### config.mk
export PLATFORM = sky130hd
export DESIGN_NAME = rrt_sqrt
export DESIGN_NICKNAME = d
export VERILOG_FILES = /design/src/hdl/rrt_tree_extend_engine_core_defines.svh /design/src/hdl/rrt_pkg.sv /design/src/hdl/rrt_sqrt.sv
export SDC_FILE = /design/constraint.sdc
export NUM_CORES = 1
export LEC_CHECK = 0
export BUFFER_PORTS_ARGS = -buffer_cell sky130_fd_sc_hd__buf_4
export CAP_MARGIN = 20
export CORE_ASPECT_RATIO = 0.7
export CORE_MARGIN = 2
export CORE_UTILIZATION = 40
export DETAILED_ROUTE_END_ITERATION = 7
export PLACE_DENSITY = 0.64
export SLEW_MARGIN = 40
export SYNTH_ARGS = -nofsm -noshare
export SYNTH_HDL_FRONTEND = slang
export SYNTH_SLANG_ARGS = --single-unit
### constraint.sdc
create_clock -name clk -period 6.1 [get_ports clk]
set_clock_uncertainty 0.15 [all_clocks]
set_input_delay 0.915 -clock clk [delete_from_list [all_inputs] [get_ports clk]]
set_output_delay 0.915 -clock clk [all_outputs]
set_load 0.01 [all_outputs]
### src/hdl/rrt_tree_extend_engine_core_defines.svh
// assertion macros shared by the engine
`ifndef RRT_TREE_EXTEND_ENGINE_CORE_DEFINES_SVH
`define RRT_TREE_EXTEND_ENGINE_CORE_DEFINES_SVH

// same-cycle implication
`define RRT_ASSERT_IMP(label, clk, rst_n, ante, cons, msg) \
	label: assert property (@(posedge clk) disable iff (!rst_n) (ante) |-> (cons)) else $error(msg);

// next-cycle implication
`define RRT_ASSERT_NXT(label, clk, rst_n, ante, cons, msg) \
	label: assert property (@(posedge clk) disable iff (!rst_n) (ante) |=> (cons)) else $error(msg);

`endif

### src/hdl/rrt_pkg.sv
package rrt_pkg;

	localparam int unsigned MAX_NODES_DEF = 1024;
	localparam int unsigned COORD_W       = 16;
	localparam int unsigned FRAC_BITS     = 4;
	localparam int unsigned STEP_W        = 15;
	localparam int unsigned IDX_W         = 10;
	localparam int unsigned CNT_W         = 11;
	localparam int unsigned CFG_IDX_W     = 3;
	localparam int unsigned CFG_DATA_W    = 16;

	// squared distance, root and divider widths
	localparam int unsigned D2_W      = 2 * COORD_W + 1;
	localparam int unsigned SQ_IN_W   = D2_W + 1;
	localparam int unsigned SQ_ROOT_W = SQ_IN_W / 2;
	localparam int unsigned NUM_W     = 2 * COORD_W + 1;
	localparam int unsigned DEN_W     = SQ_ROOT_W + 1;

	// register reset values
	localparam logic [STEP_W-1:0]         STEP_RST  = STEP_W'(10 << FRAC_BITS);
	localparam logic signed [COORD_W-1:0] OBS_XMIN_RST = '0;
	localparam logic signed [COORD_W-1:0] OBS_XMAX_RST = COORD_W'(150 << FRAC_BITS);
	localparam logic signed [COORD_W-1:0] OBS_YMIN_RST = COORD_W'(-(60 << FRAC_BITS));
	localparam logic signed [COORD_W-1:0] OBS_YMAX_RST = COORD_W'(120 << FRAC_BITS);

	typedef enum logic [1:0] {
		OP_INIT    = 2'd0,
		OP_EXTEND  = 2'd1,
		OP_CONNECT = 2'd2,
		OP_READ    = 2'd3
	} op_t;

	typedef enum logic [1:0] {
		ST_TRAPPED  = 2'd0,
		ST_ADVANCED = 2'd1,
		ST_REACHED  = 2'd2,
		ST_FULL     = 2'd3
	} status_t;

	typedef enum logic [CFG_IDX_W-1:0] {
		REG_STEP  = 3'd0,
		REG_XMIN  = 3'd1,
		REG_XMAX  = 3'd2,
		REG_YMIN  = 3'd3,
		REG_YMAX  = 3'd4
	} reg_idx_t;

	typedef struct packed {
		logic [1:0]                status;
		logic [IDX_W-1:0]          node_index;
		logic signed [COORD_W-1:0] node_x;
		logic signed [COORD_W-1:0] node_y;
		logic [IDX_W-1:0]          parent_index;
		logic                      is_root;
		logic [CNT_W-1:0]          node_count;
	} result_t;

	// handshake of the iterative units
	typedef struct packed {
		logic start;
		logic done;
	} unit_ctl_t;

endpackage

### src/hdl/rrt_sqrt.sv
module rrt_sqrt import rrt_pkg::*; (
	input  logic                 clk,
	input  logic                 arst_n,
	input  logic                 start,
	input  logic [SQ_IN_W-1:0]   value,
	output logic                 done,
	output logic [SQ_ROOT_W-1:0] root
);

	localparam int unsigned REM_W = SQ_ROOT_W + 2;
	localparam int unsigned CNT_B = $clog2(SQ_ROOT_W + 1);

	logic [SQ_IN_W-1:0]   rad_q;
	logic [REM_W-1:0]     rem_q;
	logic [SQ_ROOT_W-1:0] root_q;
	logic [CNT_B-1:0]     cnt_q;
	logic                 busy_q;
	logic                 done_q;
	logic [REM_W+1:0]     rem_sh;
	logic [REM_W+1:0]     trial;
	logic                 ge;

	// one result bit per cycle, two radicand bits brought down
	assign rem_sh = {rem_q, rad_q[SQ_IN_W-1 -: 2]};
	assign trial  = {2'b00, root_q, 2'b01};
	assign ge     = rem_sh >= trial;

	always_ff @(posedge clk or negedge arst_n) begin
		if (!arst_n) begin
			busy_q <= 1'b0;
			done_q <= 1'b0;
			cnt_q  <= '0;
		end else begin
			done_q <= 1'b0;
			if (start) begin
				busy_q <= 1'b1;
				cnt_q  <= CNT_B'(SQ_ROOT_W);
			end else if (busy_q) begin
				cnt_q <= cnt_q - 1'b1;
				if (cnt_q == CNT_B'(1)) begin
					busy_q <= 1'b0;
					done_q <= 1'b1;
				end
			end
		end
	end

	always_ff @(posedge clk) begin
		if (start) begin
			rad_q  <= value;
			rem_q  <= '0;
			root_q <= '0;
		end else if (busy_q) begin
			rad_q  <= {rad_q[SQ_IN_W-3:0], 2'b00};
			rem_q  <= ge ? REM_W'(rem_sh - trial) : REM_W'(rem_sh);
			root_q <= {root_q[SQ_ROOT_W-2:0], ge};
		end
	end

	assign done = done_q;
	assign root = root_q;

endmodule

==> flow_metrics.tcl <==
set metrics [dict create \
    synth_ff_type "dfxtp_1" \
    numCtsBuffers 9 \
    diodes 0 \
    post-dp-hpwl_um 7415 \
    grt_start_max_net_pins 73 \
    synth_cell_types 64 \
    grt_pass1_wl_um 16970 \
    tightest_slew_ns 0.8080 \
    synthArstFlopShare_pct 9.091 \
    yosys.cell_count.top_type "nor2_1" \
    cts_resized 0 \
    p_leak_nw 2.127 \
    outcome "finished, final reports clean" \
    clk_latency_ns 0.33 \
    crit_path_cell_trace "inv_1 > ha_1 > nand4_4 > nor4_2 > a2111oi_2 > and2_1 > a211oi_1 > a311o_1" \
    drv_cap 0 \
    min_period_ns 3.111 \
    clockBufferDepth 2 \
    gp_congestion 0.9118 \
    max_slew_margin_pct 46.13 \
    yosysSeqAreaShare_pct 43.07 \
    die_width_um 130.1 \
    synthCells 438 \
    start_kind "flip-flop" \
    critical-path-top-delay-family "simple AND/OR/NAND/NOR gates" \
    nNetsFinal 536 \
    fillCellCount 1030 \
    rows 32 \
    clkSinkCount 77 \
    crit_arrival_ns 3.18 \
    cp_slowest_cell "and2_1" \
    critPathMaxFanout 19 \
    required_ns 6.17 \
    synth_edf_count 34 \
    synth_seq_cells 77 \
    synth_warnings 0 \
    place_ws_ns 3.070 \
    slew_viol_final 0 \
    crit_type "flip-flop to flip-flop" \
    grt_usage_pct 18.23 \
    path_buf_inv 1 \
    io_buffer_count 54 \
    ir_drop_uv 221.4 \
    setup_ws_ns 2.989 \
    antenna_left 0 \
    synth_top_cell_area_share_pct 22.94 \
    yosys-top-cells-count "nor2_1 (44), dfxtp_1 (36), edfxtp_1 (34)" \
    syn_area_per_cell_sq_um 10.16 \
    hp-class "input pin to asynchronous set/reset pin" \
    finalCritPeriodShare_pct 51.01 \
    grt_pass1_vias 3231 \
    syn_nets 496 \
    postCtsSetupRepairBufs 0 \
    cts_tree "built" \
    syn-cell-area_sq_mm 0.004451 \
    die_area_sq_mm 0.01200 \
    drc 0 \
    route.vias.total 3489 \
    syn2layout_area_growth_pct 17.12 \
    viasPerCell 5.486 \
    post_drt_wl_per_cell_um 16.55 \
    max_stage_delay_ns 0.71 \
    drive_gt1_share_pct 24.64 \
    ctsHtreeMaxLevel 3 \
    wl_um 10530 \
    power.density_mw_per_mm2 492.8 \
    rsz0062_at_grt "no" \
    setup_viol 0 \
    cts_hold_buf 0 \
    yosysTopAreaCell "edfxtp_1" \
    clk_pin_slew_ns 0.06 \
    die_y_um 92.25 \
    dr.pass1.iters 4 \
    synth.area.top_cells "edfxtp_1 (23%), dfxtp_1 (16%), mux2_2 (8.1%)" \
    antenna_found_initial 0 \
    drt_iter0_markers 191 \
    core_sq_mm 0.01093 \
    worstSetupEndpointType "flip-flop" \
    start_util_pct 40.72 \
    grt_overflow 0 \
    cts_root_buf "clkbuf_16" \
    ioPinCount 55 \
    setup-tns-final_ns 0 \
    hold_viol_final 0 \
    max_freq_mhz 321.4 \
]
==> placed cells by master (no fill, tap or decap), types with 13 or more instances in the layout <==
cell type,netlist,routed
edfxtp_1,34,34
nor2_1,44,44
inv_1,25,25
o21ai_1,13,13
ha_1,21,21
dfxtp_1,36,36
buf_4,4,56
xnor2_1,13,13
mux2_2,32,32
mux2i_1,16,16
nand3_1,14,14
nand2_1,23,23
==> layer usage <==
layer / share of wire [%] / GRT usage [%] / routed length (um) / up-vias
met5: 0 / 0 / 0 / -
met4: 0.83 / 3.943 / 87 / 0
met3: 7.2 / 6.418 / 753 / 8
met2: 43 / 24.78 / 4507 / 100
met1: 49 / 27.47 / 5178 / 1693
li1: - / - / - / 1688
==> worst register-to-register path, cell delays in order (launching register included) <==
cell and delay (ns):
dfxtp_1 0.38, inv_1 0.06, ha_1 0.46, nand4_4 0.20, nor4_2 0.08, a2111oi_2 0.41, and2_1 0.72, a211oi_1 0.21
a311o_1 0.35
==> registers in the layout, indices dropped and copies added (netlist names) <==
register / flops
rad_q: 34
busy_q: 1
done: 1
cnt_q: 5
rem_q: 19
root: 17
==> report_power, final <==
part	total [mW]	switching, mW	internal [mW]
combinational	1.29	0.769	0.517
sequential	0.758	0.0810	0.677
clock	0.524	0.208	0.316
total	2.57	1.06	1.51
==> final timing paths <==
check | start | slack, ns | endpoint | cells after the start
max in group asynchronous | arst_n | 5.44 | busy_q | 1
min in group clk | rem_q[16] | 0.36 | rem_q[16] | 2
setup reg to reg | root[9] | 2.99 | rem_q[6] | 8
hold reg to reg | rem_q[16] | 0.36 | rem_q[16] | 2
hold / removal | arst_n | 0.23 | cnt_q[2] | 1
setup / recovery | root[9] | 2.99 | rem_q[6] | 8
==> per-stage QoR <==
step	instance area [sq um]	utilization [%]	std cells	hold WS, ns	power, mW
global placement	4911	44.93	620	0.3376	2.013
finish	5213	47.69	636	0.2326	2.568
CTS	5213	47.69	636	0.2171	2.557
detailed placement	4921	45.02	620	0.3436	2.018
floorplan	4451	-	438	0.3150	1.755
global route	5213	47.69	636	0.2157	2.738
==> layout make-up <==
type                    instances  area (sq um)  area share, %
well taps                     153         191.4          3.673
multi-input cells             309          2297          44.07
clock buffers                  10         229.0          4.393
repair buffers                 56         420.4          8.065
inverters                      25         93.84          1.800
flip-flops and latches         77          1918          36.80
clock inverters                 6         62.56          1.200
==> cells by family (layout without fill, tap and decap cells) <==
group / after synthesis / count (layout) / share of synthesized area, %
mux: 48 / 48 / 11.70
compound gates: 100 / 100 / 16.62
fa+ha+maj: 21 / 21 / 5.904
xor+xnor: 16 / 16 / 3.149
flops: 77 / 77 / 43.07
buf+inv: 52 / 97 / 5.538
simple gates: 124 / 124 / 14.03
Note: power is estimated with default switching activity, not from simulation.
