`config.mk`:
```
export PLATFORM = sky130hd
export DESIGN_NAME = rrt_div
export DESIGN_NICKNAME = d
export VERILOG_FILES = /design/src/hdl/rrt_tree_extend_engine_core_defines.svh /design/src/hdl/rrt_pkg.sv /design/src/hdl/rrt_div.sv
export SDC_FILE = /design/constraint.sdc
export NUM_CORES = 1
export LEC_CHECK = 0
export BUFFER_PORTS_ARGS = -buffer_cell sky130_fd_sc_hd__buf_4
export CORE_AREA = 2 2 118 120
export DETAILED_ROUTE_END_ITERATION = 8
export DIE_AREA = 0 0 120 122
export GPL_TIMING_DRIVEN = 0
export PLACE_DENSITY = 0.87
export SYNTH_ARGS = -nofsm -noshare
export SYNTH_HDL_FRONTEND = slang
export SYNTH_SLANG_ARGS = --single-unit
```
`constraint.sdc`:
```
create_clock -name clk -period 4.32 [get_ports clk]
set_input_delay 0.432 -clock clk [delete_from_list [all_inputs] [get_ports clk]]
set_output_delay 0.432 -clock clk [all_outputs]
set_load 0.01 [all_outputs]
```
`src/hdl/rrt_tree_extend_engine_core_defines.svh`:
```
// assertion macros shared by the engine
`ifndef RRT_TREE_EXTEND_ENGINE_CORE_DEFINES_SVH
`define RRT_TREE_EXTEND_ENGINE_CORE_DEFINES_SVH

// same-cycle implication
`define RRT_ASSERT_IMP(label, clk, rst_n, ante, cons, msg) \
	label: assert property (@(posedge clk) disable iff (!rst_n) (ante) |-> (cons)) else $error(msg);

// next-cycle implication
`define RRT_ASSERT_NXT(label, clk, rst_n, ante, cons, msg) \
	label: assert property (@(posedge clk) disable iff (!rst_n) (ante) |=> (cons)) else $error(msg);

`endif

```
`src/hdl/rrt_pkg.sv`:
```
package rrt_pkg;

	localparam int unsigned MAX_NODES_DEF = 1024;
	localparam int unsigned COORD_W       = 16;
	localparam int unsigned FRAC_BITS     = 4;
	localparam int unsigned STEP_W        = 15;
	localparam int unsigned IDX_W         = 10;
	localparam int unsigned CNT_W         = 11;
	localparam int unsigned CFG_IDX_W     = 3;
	localparam int unsigned CFG_DATA_W    = 16;

	// squared distance, root and divider widths
	localparam int unsigned D2_W      = 2 * COORD_W + 1;
	localparam int unsigned SQ_IN_W   = D2_W + 1;
	localparam int unsigned SQ_ROOT_W = SQ_IN_W / 2;
	localparam int unsigned NUM_W     = 2 * COORD_W + 1;
	localparam int unsigned DEN_W     = SQ_ROOT_W + 1;

	// register reset values
	localparam logic [STEP_W-1:0]         STEP_RST  = STEP_W'(10 << FRAC_BITS);
	localparam logic signed [COORD_W-1:0] OBS_XMIN_RST = '0;
	localparam logic signed [COORD_W-1:0] OBS_XMAX_RST = COORD_W'(150 << FRAC_BITS);
	localparam logic signed [COORD_W-1:0] OBS_YMIN_RST = COORD_W'(-(60 << FRAC_BITS));
	localparam logic signed [COORD_W-1:0] OBS_YMAX_RST = COORD_W'(120 << FRAC_BITS);

	typedef enum logic [1:0] {
		OP_INIT    = 2'd0,
		OP_EXTEND  = 2'd1,
		OP_CONNECT = 2'd2,
		OP_READ    = 2'd3
	} op_t;

	typedef enum logic [1:0] {
		ST_TRAPPED  = 2'd0,
		ST_ADVANCED = 2'd1,
		ST_REACHED  = 2'd2,
		ST_FULL     = 2'd3
	} status_t;

	typedef enum logic [CFG_IDX_W-1:0] {
		REG_STEP  = 3'd0,
		REG_XMIN  = 3'd1,
		REG_XMAX  = 3'd2,
		REG_YMIN  = 3'd3,
		REG_YMAX  = 3'd4
	} reg_idx_t;

	typedef struct packed {
		logic [1:0]                status;
		logic [IDX_W-1:0]          node_index;
		logic signed [COORD_W-1:0] node_x;
		logic signed [COORD_W-1:0] node_y;
		logic [IDX_W-1:0]          parent_index;
		logic                      is_root;
		logic [CNT_W-1:0]          node_count;
	} result_t;

	// handshake of the iterative units
	typedef struct packed {
		logic start;
		logic done;
	} unit_ctl_t;

endpackage

```
`src/hdl/rrt_div.sv`:
```
module rrt_div import rrt_pkg::*; (
	input  logic             clk,
	input  logic             arst_n,
	input  logic             start,
	input  logic [NUM_W-1:0] num_x,
	input  logic [NUM_W-1:0] num_y,
	input  logic [DEN_W-1:0] den,
	output logic             done,
	output logic [NUM_W-1:0] quo_x,
	output logic [NUM_W-1:0] quo_y
);

	localparam int unsigned REM_W = DEN_W + 1;
	localparam int unsigned CNT_B = $clog2(NUM_W + 1);

	logic [NUM_W-1:0] q_q   [2];
	logic [REM_W-1:0] rem_q [2];
	logic [REM_W-1:0] rem_sh[2];
	logic             ge    [2];
	logic [DEN_W-1:0] den_q;
	logic [CNT_B-1:0] cnt_q;
	logic             busy_q;
	logic             done_q;

	// two restoring lanes sharing one divisor, one quotient bit per cycle
	always_comb begin
		for (int k = 0; k < 2; k++) begin
			rem_sh[k] = {rem_q[k][REM_W-2:0], q_q[k][NUM_W-1]};
			ge[k]     = rem_sh[k] >= {1'b0, den_q};
		end
	end

	always_ff @(posedge clk or negedge arst_n) begin
		if (!arst_n) begin
			busy_q <= 1'b0;
			done_q <= 1'b0;
			cnt_q  <= '0;
		end else begin
			done_q <= 1'b0;
			if (start) begin
				busy_q <= 1'b1;
				cnt_q  <= CNT_B'(NUM_W);
			end else if (busy_q) begin
				cnt_q <= cnt_q - 1'b1;
				if (cnt_q == CNT_B'(1)) begin
					busy_q <= 1'b0;
					done_q <= 1'b1;
				end
			end
		end
	end

	always_ff @(posedge clk) begin
		if (start) begin
			q_q[0]   <= num_x;
			q_q[1]   <= num_y;
			rem_q[0] <= '0;
			rem_q[1] <= '0;
			den_q    <= den;
		end else if (busy_q) begin
			for (int k = 0; k < 2; k++) begin
				rem_q[k] <= ge[k] ? REM_W'(rem_sh[k] - {1'b0, den_q}) : rem_sh[k];
				q_q[k]   <= {q_q[k][NUM_W-2:0], ge[k]};
			end
		end
	end

	assign done  = done_q;
	assign quo_x = q_q[0];
	assign quo_y = q_q[1];

endmodule

```
==> reports/results.md <==
| Metric | Reported | Unit |
|---|---|---|
| Most frequent cells in the layout | 225 x sky130_fd_sc_hd__nand2_1, 154 x sky130_fd_sc_hd__buf_4, 120 x sky130_fd_sc_hd__edfxtp_1 | - |
| Site row count | 43 | - |
| Net count of the mapped netlist | 829 | - |
| Number of clock sinks seen by CTS | 128 | - |
| Max-slew violation count | 0 | - |
| Setup tns final | 0 | ns |
| Yosys top cell area share | 50.72 | % |
| Final setup margin | 1.267 | ns |
| Vias in the first global route | 5,818 | - |
| Longest individual stage delay on the worst path | 0.41 | ns |
| Number of gates resized after CTS | 0 | - |
| Placement-stage worst setup slack | 1.364 | ns |
| Global Route Usage Sum | 25.16 | % |
| Clock network fraction of total power | 26.3 | % |
| Unique cell type count in the Yosys netlist | 60 | - |
| Pin count of the biggest net entering global routing | 75 | - |
| CP Capture Type | flop | - |
| First drt pass iteration count | 6 | - |
| Final routed wirelength across all metal layers | 17.71 | mm |
| Mean instance size in the synthesized netlist | 10.12 | sq um |
| Global-route wire length before repair | 28.37 | mm |
| Starting DRT DRC Count | 447 | - |
| Gpl congestion | 0.9181 | - |
| Worst-skew pair later-pin latency | 0.43 | ns |
| Post-route clock skew | 0.01284 | ns |
| Power share of the combinational group | 38.5 | % |
| Element type at the critical path start | flop | - |
| Data arrival time of the critical path | 3.22 | ns |
| H-tree lvl count | 4 | - |
| Family with the most delay on the worst path | compound AO/OA/AOI/OAI gates | - |
| Worst path slowest cell | sky130_fd_sc_hd__edfxtp_1 | - |
| Area of the die | 14,640 | sq um |
| Total half-perimeter wirelength after legalization and detailed placement | 12.53 | mm |
| Cell accounting for the most synthesized area | sky130_fd_sc_hd__edfxtp_1 | - |
| Initial antenna violation count | 0 | - |
| Unrepaired setup endpoints after global routing | no | - |
| Post-route cell area | 9148 | sq um |
| Most common library cell in the layout ignoring fill and taps | sky130_fd_sc_hd__nand2_1 | - |
| Buffers on Ports | 153 | - |
| Worst slew pin tran | 0.7483 | ns |
| WL per Instance | 16.57 | um |
| YS warnings | 0 | - |
| Filler cells | 996 | - |
| CTS tree | yes | - |
| Number of buffers added for setup after CTS | 0 | - |
| Type of the worst setup path | flop to flop | - |
| Flip-flop and latch count after synthesis | 128 | - |
| Final Core Density | 67.74 | % |
| Switching portion of total power | 34.62 | % |
| Overall overflow remaining after global route | 0 | - |
| Starting Density | 52.61 | % |
| Sequential fraction of the synthesis area | 53.54 | % |
| Count of final setup violators | 0 | - |
| WP data required | 4.49 | ns |
| Sequential cell area | 3804 | sq um |
| Average vias per placed instance | 5.486 | - |
| Via Count | 5,864 | - |
| Result of the run | complete, no violations | - |
| Antenna fix cells | 0 | - |
| CTS Root Cell | sky130_fd_sc_hd__clkbuf_16 | - |
| Post-synth top flop | sky130_fd_sc_hd__edfxtp_1 | - |
| Die Span Y | 122 | um |
| Area of the multi-input gates | 3069 | sq um |
| Most used cell along the critical path | sky130_fd_sc_hd__inv_1 | - |
| Total number of nets in the final design | 1,003 | - |
| Internal | 3.806 | mW |
| Cells along the critical path | inv_1, ha_1, inv_1, fa_1, a21oi_1, o221ai_1, a31oi_1, o21ai_0, a311oi_1, xor2_1, o22ai_1 | - |
| Reported net switching power | 2.015 | mW |
| Clock transition at the registers of the reported paths | 0.06 | ns |
| Worst slew margin relative to its limit | 50.11 | % |
| Largest cells by area after synthesis | sky130_fd_sc_hd__edfxtp_1 51%, sky130_fd_sc_hd__nand2_1 12%, sky130_fd_sc_hd__ha_1 6.7% | - |
| Final Hold Fails | 0 | - |
| Number of enable-type register cells in the synthesized netlist | 120 | - |
| Type of the most critical hold path | primary input to flop | - |
| Core footprint | 13,500 | sq um |
| Cell Area, Synth | 7104 | sq um |
| Share of flip-flops with an asynchronous set or reset | 6.250 | % |
| WP buf/inv | 2 | - |
| Pwr dens | 636.3 | nW/um^2 |
| Share of final-layout standard cells stronger than drive strength 1 | 23.06 | % |
| Antenna Violating Nets Remaining | 0 | - |
| Critical-path maximum fanout | 3 | - |
| Final cycle utilization of the critical path | 70.67 | % |
| Lkg Pwr | 4.303 | nW |
| Max_cap viols | 0 | - |
| DRC Markers | 0 | - |
| Synthesized instance count | 702 | - |
| Number of clock buffers inserted by TritonCTS | 17 | - |
| Total design power | 5.821 | mW |
| Area added between synthesis and finish | 28.76 | % |
| Die width | 120 | um |
| Ports placed on the boundary | 154 | - |
| Sequential fraction of design power | 35.2 | % |
| Timing-limited maximum frequency | 327.5 | MHz |
| Peak VDD IR | 0.4236 | mV |
| Number of buffers between clock root and the deepest sink | 2 | - |
| Instance area at placement | 8508 | sq um |
| Time the worst path needs with I/O delays and setup | 3.053 | ns |
## Yosys cell counts, drive strengths merged, types with 2 or more instances
library cell	instances
nand2	225
edfxtp	120
ha	38
nor2	37
a21oi	34
inv	30
o21ai	22
clkbuf	20
mux2i	19
xnor2	18
xor2	16
nand3	14
a21o	9
a211oi	8
dfrtp	8
nor2b	8
a31oi	6
and3	6
buf	6
o22ai	6
nand2b	5
and2	4
nand4	4
a21boi	3
o21bai	3
a221o	2
a311oi	2
a31o	2
and2b	2
and4	2
fa	2
nor3	2
nor4b	2
o221ai	2
or2	2
or3	2
## state kept, by name (all words and copies together) (netlist names)
name    flops
den_q      18
rem_q      36
busy_q      1
done        1
cnt_q       6
q_q        66
## cell families after synthesis
kind of cell | after synthesis | share of synthesized area, %
and+or+nand+nor | 319 | 19.34
buffers and inverters | 56 | 3.258
xor gates and xnor gates | 34 | 4.192
DFF | 128 | 53.54
adders and majority gates | 40 | 7.256
AOI/OAI and AO/OA | 106 | 9.740
muxes | 19 | 2.677
## per-layer routing
metal | track usage, % | up-vias | part of all wire [%]
li1 | - | 2808 | -
met1 | 30.36 | 2775 | 40
met2 | 41.41 | 240 | 50
met3 | 8.006 | 41 | 7.5
met4 | 11.40 | 0 | 2.6
met5 | 0 | - | 0
## power by group through the flow
stage | clock, mW | combinational (mW) | sequential, mW
floorplan | 0 | 1.37 | 2.12
global placement | 0 | 2.13 | 2.06
detailed placement | 0 | 2.20 | 2.06
CTS | 1.54 | 2.23 | 2.05
global route | 1.60 | 2.47 | 2.10
finish | 1.53 | 2.24 | 2.05
## worst reg2reg max path: stages, from the launching register on
cell                       delay [ns]
sky130_fd_sc_hd__edfxtp_1        0.41
sky130_fd_sc_hd__inv_1           0.08
sky130_fd_sc_hd__ha_1            0.16
sky130_fd_sc_hd__inv_1           0.05
sky130_fd_sc_hd__fa_1            0.40
sky130_fd_sc_hd__a21oi_1         0.25
sky130_fd_sc_hd__o221ai_1        0.26
sky130_fd_sc_hd__a31oi_1         0.30
sky130_fd_sc_hd__o21ai_0         0.22
sky130_fd_sc_hd__a311oi_1        0.39
sky130_fd_sc_hd__xor2_1          0.17
sky130_fd_sc_hd__o22ai_1         0.09
## worst paths after layout
path,startpoint,end,slack [ns],cells past startpoint
worst max-delay path,q_q[0][32]$_DFFE_PP_,rem_q[0][16]$_SDFFCE_PN0P_,1.27,11
worst min-delay path,den[1],den_q[1]$_DFFE_PP_,0.17,1
worst max register to register,q_q[0][32]$_DFFE_PP_,rem_q[0][16]$_SDFFCE_PN0P_,1.27,11
worst min register to register,q_q[0][24]$_DFFE_PP_,q_q[0][25]$_DFFE_PP_,0.54,2
max in group asynchronous,arst_n,cnt_q[2]$_DFFE_PN0P_,3.85,2
min in group asynchronous,arst_n,cnt_q[5]$_DFFE_PN0P_,0.34,2
## through the flow
stage                     hold slack (ns)  instances
after floorplan                    0.1364        702
after global placement             0.2537       1035
after detailed placement           0.2548       1036
after CTS                          0.1638       1069
after global routing               0.1601       1069
final                              0.1724       1069
## cell type report
class / count / share of cell area, %
flip-flops and latches: 128 / 41.58
inverters: 30 / 1.258
multi-input cells: 518 / 33.55
well taps: 180 / 2.462
plain buffers: 26 / 1.299
clock inverters: 12 / 1.997
repair buffers: 155 / 12.97
clock buffers: 20 / 4.883
## timing repair
action / in CTS / in global routing
endpoints found under the setup margin: 0 / 0
hold buffers: 1 / 0
endpoints found under the hold margin: 8 / 0
No activity file was read; power rests on OpenSTA's default activity.
